File: config.mk
export PLATFORM = sky130hd
export DESIGN_NAME = mnpm_ctrl
export DESIGN_NICKNAME = d
export VERILOG_FILES = /design/src/rtl/mnpm_pkg.sv /design/src/rtl/mnpm_ctrl.sv
export SDC_FILE = /design/constraint.sdc
export NUM_CORES = 1
export LEC_CHECK = 0
export ABC_AREA = 1
export ABC_CLOCK_PERIOD_IN_PS = 3300
export BUFFER_PORTS_ARGS = -buffer_cell sky130_fd_sc_hd__buf_2
export CORE_AREA = 2 2 39 41
export DETAILED_ROUTE_END_ITERATION = 7
export DIE_AREA = 0 0 41 43
export GPL_TIMING_DRIVEN = 1
export PLACE_DENSITY_LB_ADDON = 0.25
export SLEW_MARGIN = 20
export SYNTH_ARGS = -nofsm -noshare
export SYNTH_HDL_FRONTEND = slang
export SYNTH_SLANG_ARGS = --single-unit
File: constraint.sdc
create_clock -name clk -period 3.3 [get_ports clk]
set_input_delay 0.99 -clock clk [delete_from_list [all_inputs] [get_ports clk]]
set_output_delay 0.99 -clock clk [all_outputs]
set_load 0.005 [all_outputs]
File: src/rtl/mnpm_pkg.sv
// ----------------------------------------------------------------------------
// mnpm_pkg
// Shared widths, codes and controller/datapath interface types for the
// mutual neighbor pair matcher.
// ----------------------------------------------------------------------------
package mnpm_pkg;

  localparam int NODE_W = 10;
  localparam int ID_W   = NODE_W + 1;
  localparam int NODES  = 1 << NODE_W;

  // signed id that means no neighbor / no group
  localparam logic [ID_W-1:0] NONE_ID = {ID_W{1'b1}};

  localparam int IN_DATA_W  = NODE_W + 2 * ID_W;
  localparam int OUT_DATA_W = NODE_W + 2 * ID_W;

  typedef enum logic [1:0] {
    ACT_LOAD  = 2'd0,
    ACT_MATCH = 2'd1,
    ACT_READ  = 2'd2,
    ACT_SPARE = 2'd3
  } action_t;

  typedef enum logic [2:0] {
    OUT_LOADED  = 3'd0,
    OUT_PAIRED  = 3'd1,
    OUT_GROUPED = 3'd2,
    OUT_NOMATCH = 3'd3,
    OUT_READ    = 3'd4
  } outcome_t;

  typedef struct packed {
    logic take;  // input transfer this cycle
    logic look;  // own entries are in the read registers
    logic peer;  // neighbor's entry is in the read register
    logic fin;   // write the partner's group
    logic push;  // move result into the output register
  } cmd_t;

  typedef struct packed {
    logic is_load;    // incoming item is a load
    logic cur_match;  // item in work is a match
    logic grouped;    // node already has a group
    logic no_nb;      // node has no usable neighbor
    logic mutual;     // neighbor points back and node index is not above the neighbor's
    logic slot_free;  // output register can take a result
  } stat_t;

endpackage

File: src/rtl/mnpm_ctrl.sv
// ----------------------------------------------------------------------------
// mnpm_ctrl
// Sequencer for one action at a time: look up, check the peer, write back,
// hand the result to the output register.
// ----------------------------------------------------------------------------
module mnpm_ctrl (
  input  logic            clk,
  input  logic            rst,
  input  logic            s_tvalid,
  output logic            s_tready,
  input  mnpm_pkg::stat_t stat,
  output mnpm_pkg::cmd_t  cmd
);
  import mnpm_pkg::*;

  typedef enum logic [2:0] {
    ST_IDLE,
    ST_LOOK,
    ST_PEER,
    ST_FIN,
    ST_PUSH
  } state_t;

  state_t state;
  logic   take;

  assign s_tready = !rst &&
                    ((state == ST_IDLE) || ((state == ST_PUSH) && stat.slot_free));
  assign take     = s_tvalid && s_tready;

  always_comb begin
    cmd.take = take;
    cmd.look = (state == ST_LOOK);
    cmd.peer = (state == ST_PEER);
    cmd.fin  = (state == ST_FIN);
    cmd.push = (state == ST_PUSH) && stat.slot_free;
  end

  always_ff @(posedge clk) begin
    if (rst) begin
      state <= ST_IDLE;
    end else begin
      unique case (state)
        ST_IDLE: begin
          if (take) begin
            state <= stat.is_load ? ST_PUSH : ST_LOOK;
          end
        end
        ST_LOOK: begin
          if (!stat.cur_match || stat.grouped || stat.no_nb) begin
            state <= ST_PUSH;
          end else begin
            state <= ST_PEER;
          end
        end
        ST_PEER: begin
          state <= stat.mutual ? ST_FIN : ST_PUSH;
        end
        ST_FIN: begin
          state <= ST_PUSH;
        end
        ST_PUSH: begin
          if (stat.slot_free) begin
            if (take) begin
              state <= stat.is_load ? ST_PUSH : ST_LOOK;
            end else begin
              state <= ST_IDLE;
            end
          end
        end
        default: begin
          state <= ST_IDLE;
        end
      endcase
    end
  end

endmodule

# After elaboration in Yosys (flattened, before gate mapping)

Index checks and enable logic that the tools add are counted.

Bits in registers: 3
Input bits: 9
Output and inout bits: 6
Logic and storage cells: 24

Equal/unequal tests: 6
Mux-type cells: 7
Reductions and logical operators: 10

Operators by type and width:

| cell               | count |
|---|---|
| $mux 3             | 6 |
| $pmux 3 s5         | 1 |
| $eq 3x2->1 const B | 2 |
| $ne 2x2->1 const B | 2 |
| $eq 3x1->1 const B | 1 |
| $eq 3x3->1 const B | 1 |
| $logic_and 1x1->1  | 3 |
| $logic_not 3->1    | 1 |
| $logic_or 1x1->1   | 3 |
| $logic_not 1->1    | 2 |
| $reduce_and 2->1   | 1 |

# Longest topological paths before layout

Gate-level depths: netlist of run 1.

Word-level depth: 8
Mapped depth: 9
Gate-level depth less buffers: 9

# Worst setup path after synthesis of run 1

No wires, ideal clock.

Path type: input -> output
From: input port stat[0] (netlist name)
To: output port cmd[4] (netlist name)
Arrival: 1.323 ns
Data required time: 2.310 ns
Setup slack: 0.987 ns
Stages: 3
Cells stage by stage: o21ai_2 > nor3_2 > buf_4

Longest elaborated chain between the ends: 4

RTL lines:

| element            | RTL line        | source |
|---|---|---|
| start: declaration | mnpm_ctrl.sv:11 | `input mnpm_pkg::stat_t stat,` |
| $logic_and 1x1->1  | mnpm_ctrl.sv:28 | `((state == ST_IDLE) \|\| ((state == ST_PUSH) && stat.slot_free));` |
| $logic_or 1x1->1   | mnpm_ctrl.sv:28 |  |
| $logic_and 1x1->1  | mnpm_ctrl.sv:27 | `assign s_tready = !rst &&` |
| $logic_and 1x1->1  | mnpm_ctrl.sv:29 | `assign take = s_tvalid && s_tready;` |
| end: declaration   | mnpm_ctrl.sv:12 | `output mnpm_pkg::cmd_t cmd` |

Every way passes these cells.

==> results of run 1 <==
## worst register-to-register path, cell delays in order (launching register included)
cell	delay, ns
dfxtp_1	0.43
inv_1	0.09
nor3_1	0.25
a21oi_1	0.12
nand2_1	0.08
nand2_1	0.05
a21oi_1	0.11
## Yosys cell counts
cell	number
nor4_1	1
o21ai_1	1
a21oi_1	4
buf_4	1
inv_1	7
nor3_1	1
nor2_4	1
nand3_1	3
nor2_2	1
dfxtp_1	3
nor3_2	1
nand4_1	1
nor2_1	3
o21ai_2	1
nand2_1	10
o21ai_0	1
## cells by family (layout without fill, tap and decap cells)
family,count (synthesis),count (layout),synth area share [%]
and+or+nand+nor,22,22,45.08
buffers and inverters,8,25,13.99
AOI/OAI and AO/OA,7,7,16.06
DFF,3,3,24.87
## per-layer routing
metal | vias to the layer above | part of all wire [%] | track usage (%)
met3 | 0 | 4.5 | 4.712
met1 | 126 | 40 | 9.646
met5 | - | 0 | 0
met4 | 0 | 0 | 6.000
li1 | 163 | - | -
met2 | 3 | 55 | 12.50
## stage by stage
stage / area (µm²) / std cells / hold WS, ns / worst slack (ns) / total power [W]
6_report: 350.3 / 73 / 0.5753 / 0.8599 / 0.0001374
5_1_grt: 350.3 / 73 / 0.5999 / 0.8075 / 0.0001489
4_1_cts: 350.3 / 73 / 0.5804 / 0.8510 / 0.0001415
3_5_place_dp: 324.1 / 69 / 0.5732 / 0.8519 / 0.00007589
3_3_place_gp: 324.1 / 69 / 0.5923 / 0.8654 / 0.00007630
2_1_floorplan: 241.5 / 40 / 0.5099 / 0.9868 / 0.00006365
## power breakdown
group | switching [W] | total, W | internal, W
Clock | 0.0000174 | 0.0000626 | 0.0000452
Sequential | 0.00000356 | 0.0000424 | 0.0000388
Combinational | 0.0000180 | 0.0000324 | 0.0000144
## final cells by class
type                            instances  area [µm²]  area share, %
Timing Repair Buffer                   14       70.07          20.00
Inverter                                7       26.28          7.500
Multi-Input combinational cell         29       147.6          42.14
Sequential cell                         3       60.06          17.14
Tap cell                               16       20.02          5.714
Clock buffer                            4       26.28          7.500
## worst max-delay path by stage
stage | start | to | depth (start not counted)
detailed placement | stat[0] | cmd[4] | 4
CTS | stat[0] | cmd[4] | 4
global placement | rst | cmd[4] | 3
finish | stat[0] | cmd[4] | 4
floorplan | stat[0] | cmd[4] | 3
global route | stat[0] | s_tready | 4
==> metrics.md, run 1 <==
| Metric | Value |
|---|---|
| Outcome | finished clean |
| Die Ht | 43 µm |
| IO Pins | 15 |
| Largest net degree at the start of global routing | 6 |
| Drt wl/cell | around 7.9 µm |
| Mapped Cells | 40 |
| Worst hold path type | flip-flop to flip-flop |
| Vias in the first global route | 275 |
| Filler cells | ~170 |
| Most frequent cells in the layout | 14 x buf_2, 10 x nand2_1, 7 x inv_1, 4 x a21oi_1 |
| CP Launch Type | input port |
| GPL Wtd Cong | around 0.64 |
| Top Registers | state: 3 flops |
| Largest area contributor in the netlist | dfxtp_1 |
| First-pass GRT wire length | ~1.0 mm |
| Syn_area_per_cell | 6.037 µm² |
| FF-to-FF Start | state[0]$_SDFFE_PP0P_ |
| RR Endpoint | state[2]$_SDFFE_PP0P_ |
| TNS Setup | 0 ns |
| Power per cell area | slightly below 400 nW/µm² |
| CTS H-tree lvls | 1 |
| Post-route ant nets | 0 |
| Hold Startpoint | state[2]$_SDFFE_PP0P_ |
| GRT Overall Usage | under 10% |
| Synthesized flop and latch total | 3 |
| Delay-heaviest family, CP | buffers and inverters |
| Starting Density | between 10% and 20% |
| Num rows | 14 |
| Die ar. | ~1800 µm² |
| Port Buffers | 14 |
| CP Data Arrival Time | around 1.5 ns |
| Die width | 41 µm |
| Clk sinks | 3 |
| Cell Area, Synth | between 200 and 250 µm² |
| Slew Viols, Final | 0 |
| Largest reg by FF count | state |
| Layout cells sized above 1 | between 30% and 40% |
| Cells along the critical path | buf_2, o21ai_2, nor3_2, buf_2 |
| WHS Endpoint | state[2]$_SDFFE_PP0P_ |
| Tmin final | between 2 and 2.5 ns |
| Via count | 292 |
| Sequential element share of the synthesized area | roughly 25% |
| Pleak | between 0.15 and 0.2 nW |
| Grt ovf | 0 |
| Unrepaired setup endpoints after global routing | no |
| Max-Cap Viols | 0 |
| Max Root-Sink Buffers | 2 |
| Post-synthesis net count | 49 |
| Actual slew at the worst max-slew pin | 0.2964 ns |
| Endpoints failing setup | 0 |
| Slowest stage delay, CP | approximately 0.17 ns |
| DRT Pass-1 Iters | 1 |
| Final Hold Fails | 0 |
| Post-CTS Hold Fix Bufs | 0 |
| DRC | 0 |
| WP buf/inv | 2 |
| N_diodes | 0 |
| Post-synth top area share | about a quarter |
| Post-layout util | around 25% |
| Count of different cell masters after synthesis | 16 |
| Num CTS Buffers | 3 |
| Skew-Pair Late Insertion Delay | roughly 0.23 ns |
| Syn-to-layout area delta | 45.08% |
| Dpl hpwl | roughly 500 µm |
| Critical path's slowest cell | o21ai_2 |
| CTS resizes | 0 |
| Final Cycle Share | 73.94% |
| Flop-to-flop setup slack | between 2 and 2.5 ns |
| Setup Skew | approximately 0.0025 ns |
| CP Class | input port to primary output |
| DR iter-0 viols | 0 |
| Peak VDD IR | ~0.00015 V |
| Total routed wirelength | ~580 µm |
| Nets | between 60 and 70 |
| CP endpoint kind | primary output |
| Top cells by area, synth | dfxtp_1 25%, nand2_1 16%, inv_1 11% |
| Vias/cell | 4.000 |
| Core box area | around 1400 µm² |
| R2R depth | 6 |
| Initial antenna violation count | 0 |
| Clk root buf | clkbuf_4 |
| Commonest non-fill, non-tap cell in the layout | buf_2 |
| Crit path top cell by count | buf_2 |
| Fmax | between 0.4 and 0.5 GHz |
| Worst-path fanout max | 2 |
| Post-CTS Setup Bufs | 0 |
| Worst-path clk slew | roughly 0.030 ns |
| Worst slew margin | around 80% |
| Critical Path RT | around 2.3 ns |
| Yosys warns | 0 |
| Hold Path Stages | 2 |
| CTS tree | built |
| Max reg flops | 3 |
No activity file was read; power rests on OpenSTA's default activity.
==> run 2, diff against run 1 <==
--- a/config.mk
+++ b/config.mk
@@ -5,8 +5,8 @@
 export SDC_FILE = /design/constraint.sdc
 export NUM_CORES = 1
 export LEC_CHECK = 0
-export ABC_AREA = 1
-export ABC_CLOCK_PERIOD_IN_PS = 3300
+export ABC_AREA = 0
+export ABC_CLOCK_PERIOD_IN_PS = 2200
 export BUFFER_PORTS_ARGS = -buffer_cell sky130_fd_sc_hd__buf_2
 export CORE_AREA = 2 2 39 41
 export DETAILED_ROUTE_END_ITERATION = 7
==> constraint.sdc (replaced) <==
create_clock -name clk -period 2.2 [get_ports clk]
set_input_delay 0.66 -clock clk [delete_from_list [all_inputs] [get_ports clk]]
set_output_delay 0.66 -clock clk [all_outputs]
set_load 0.005 [all_outputs]
==> run 2 against run 1 <==
Compared with the run above:
- clock skew barely moved
- critical path depth is the same
- sequential share of layout area is 0.70 points lower
- die area unchanged
==> metrics.md, run 2 <==
| Metric | Value |
|---|---|
| Outcome | finished clean |
| Yosys warns | 0 (unchanged) |
| Endpoints failing setup | 0 (unchanged) |
| Grt ovf | 0 (unchanged) |
| Die Ht | 43 µm (unchanged) |
| Slowest stage delay, CP | 0.35 ns (+0.18 ns) |
| Pleak | 0.1714 nW (-11%) |
| Skew-Pair Late Insertion Delay | 0.23 ns (about the same) |
| Num rows | 14 (unchanged) |
| Initial antenna violation count | 0 (unchanged) |
| Total power after layout | 0.0002042 W (+49%) |
| Worst-path fanout max | 4 (+2) |
| Final Cycle Share | between 90% and 100% |
| Via count | 299 (+2.4%) |
| Dpl hpwl | 518.4 µm (+3.4%) |
| Post-CTS Hold Fix Bufs | 0 (unchanged) |
| Most frequent cells in the layout | 14 x buf_2, 4 x nor2_1, 4 x a21oi_1 |
| Cells along the critical path | or2_1, a211oi_1, and2_1, buf_2 |
| Syn-to-layout area delta | 36.45% |
| DRC | 0 (unchanged) |
| Final Hold Fails | 0 (unchanged) |
| Clk root buf | clkbuf_4 |
| Peak VDD IR | 0.0001965 V (+33%) |
| Max-Cap Viols | 0 (unchanged) |
| TNS Setup | 0 ns (unchanged) |
| N_diodes | 0 (unchanged) |
| CP endpoint kind | primary output |
| GRT Overall Usage | 8.826% (-0.0089 points) |
| Top cells by area, synth | dfxtp_1 22%, a21oi_1 7.5%, a2111oi_2 5.6% |
| GPL Wtd Cong | 0.6626 (+3.4%) |
| Core box area | 1384 µm² (unchanged) |
| Unrepaired setup endpoints after global routing | no |
| Power per cell area | 558.8 nW/µm² (+42%) |
| IO Pins | 15 (unchanged) |
| Placed Cells | 61 (-12%) |
| Worst hold slack | 0.6647 ns (+0.08939 ns) |
| Post-CTS Setup Bufs | 0 (unchanged) |
| Num CTS Buffers | 3 (unchanged) |
| DRT Pass-1 Iters | 2 (+1) |
| Nets | 59 (-12%) |
| Starting Density | 19.35% (+1.9 points) |
| CTS resizes | 0 (unchanged) |
| Mapped Cells | 33 (-18%) |
| Setup Skew | 0.002326 ns (-0.0002038 ns) |
| Layout cells sized above 1 | 42.86% (+6.0 points) |
| Post-route ant nets | 0 (unchanged) |
| Vias in the first global route | 261 (-5.1%) |
| First-pass GRT wire length | 1.007 mm (-1.4%) |
| Total routed wirelength | 630 µm (+9.2%) |
| Largest area contributor in the netlist | dfxtp_1 |
| CP Launch Type | flip-flop |
| Post-synth EDFFs | 0 (unchanged) |
| Commonest non-fill, non-tap cell in the layout | buf_2 |
| Critical path's slowest cell | dfxtp_1 |
| Synthesized flop and latch total | 3 (unchanged) |
| Final std cells w/o fill | 65 (-11%) |
| Primary FF master, synth | dfxtp_1 |
| Die ar. | 1763 µm² (unchanged) |
| CTS H-tree lvls | 1 (unchanged) |
| Port Buffers | 14 (unchanged) |
| Actual slew at the worst max-slew pin | 0.4390 ns (+0.1426 ns) |
| Critical Path RT | 1.54 ns (-0.77 ns) |
| Vias/cell | 4.600 (+15%) |
| Cell Area, Synth | 267.8 µm² (+11%) |
| Post-synthesis net count | 42 (-14%) |
| Drt wl/cell | 9.692 µm (+23%) |
| Worst-path clk slew | 0.04 ns (about the same) |
| Worst slew margin | 69.98% (-10 points) |
| DR iter-0 viols | 3 (+3) |
| CP Data Arrival Time | 1.33 ns (-0.12 ns) |
| Post-DP Area | 339.1 µm² (+4.6%) |
| Asr flop ratio synth | 0% (unchanged) |
| Max reg flops | 3 (unchanged) |
| CP Class | flip-flop to primary output |
| Largest net degree at the start of global routing | 10 (+4) |
| Slew Viols, Final | 0 (unchanged) |
| Max Root-Sink Buffers | 2 (unchanged) |
| Post-synth top area share | 22.43% (-2.4 points) |
| Tmin final | roughly 2.0 ns |
| Largest reg by FF count | state |
| Syn_area_per_cell | 8.114 µm² (+34%) |
| Clk sinks | 3 (unchanged) |
| Fmax | 0.5020 GHz |
| Sequential element share of the synthesized area | 22.43% (-2.4 points) |
| Die width | 41 µm (unchanged) |
| CTS tree | built |
| Fin area | 365.4 µm² (+4.3%) |
| Synth top cells by count | 4 x a21oi_1, 4 x nor2_1, 3 x dfxtp_1, 3 x inv_1, 2 x nor3b_1 |
| Count of different cell masters after synthesis | 22 (+6) |
| Worst hold path type | input port to flip-flop |
| Top Registers | state: 3 flops |
-- run 2: worst paths after layout --
kind	end	start	depth (start not counted)	slack, ns
max	cmd[4]	state[1]$_SDFFE_PP0P_	4	0.21
min	state[0]$_SDFFE_PP0P_	rst	2	0.66
max reg2reg	state[2]$_SDFFE_PP0P_	state[2]$_SDFFE_PP0P_	4	0.74
min reg2reg	state[0]$_SDFFE_PP0P_	state[2]$_SDFFE_PP0P_	1	0.67
-- run 2: stage by stage --
stage / setup WS (ns) / util (%)
finish: 0.2078 / 26.40
global route: 0.05612 / 26.40
CTS: 0.1833 / 26.40
detailed placement: 0.2039 / 24.50
global placement: 0.2158 / 24.50
floorplan: 0.2915 / -
-- run 2: final cells by class --
| class | count | area (µm²) |
|---|---|---|
| inverter | 3 | 11.26 |
| fill | 169 | 1018 |
| clock buffer | 4 | 26.28 |
| tap | 16 | 20.02 |
| sequential | 3 | 60.06 |
| multi-input combinational | 25 | 177.7 |
| timing repair buffer | 14 | 70.07 |
-- run 2: kinds of logic (layout without fill, tap and decap cells) --
| logic type | count (synthesis) | count (layout) | synth area share [%] |
|---|---|---|---|
| DFF | 3 | 3 | 22.43 |
| buffers and inverters | 5 | 21 | 11.22 |
| AOI/OAI and AO/OA | 9 | 9 | 26.17 |
| and+or+nand+nor | 16 | 16 | 40.19 |
-- run 2: report_power, final --
part,internal [W],switching (W)
clock network,0.0000678,0.0000267
registers,0.0000580,0.00000646
logic,0.0000237,0.0000215
-- run 2: worst max-delay path, delay by kind of cell (launching register included) --
family / cells / cell delay (ns)
buf+inv: 1 / 0.10
flops: 1 / 0.35
simple gates: 2 / 0.45
compound gates: 1 / 0.21
-- run 2: per-layer routing --
metal | up-vias | wire [µm] | global-route usage (%)
met5 | - | 0 | 0
met2 | 9 | 319 | 13.44
met4 | 0 | 0 | 6.000
met3 | 0 | 54 | 4.712
met1 | 137 | 255 | 8.654
li1 | 153 | - | -
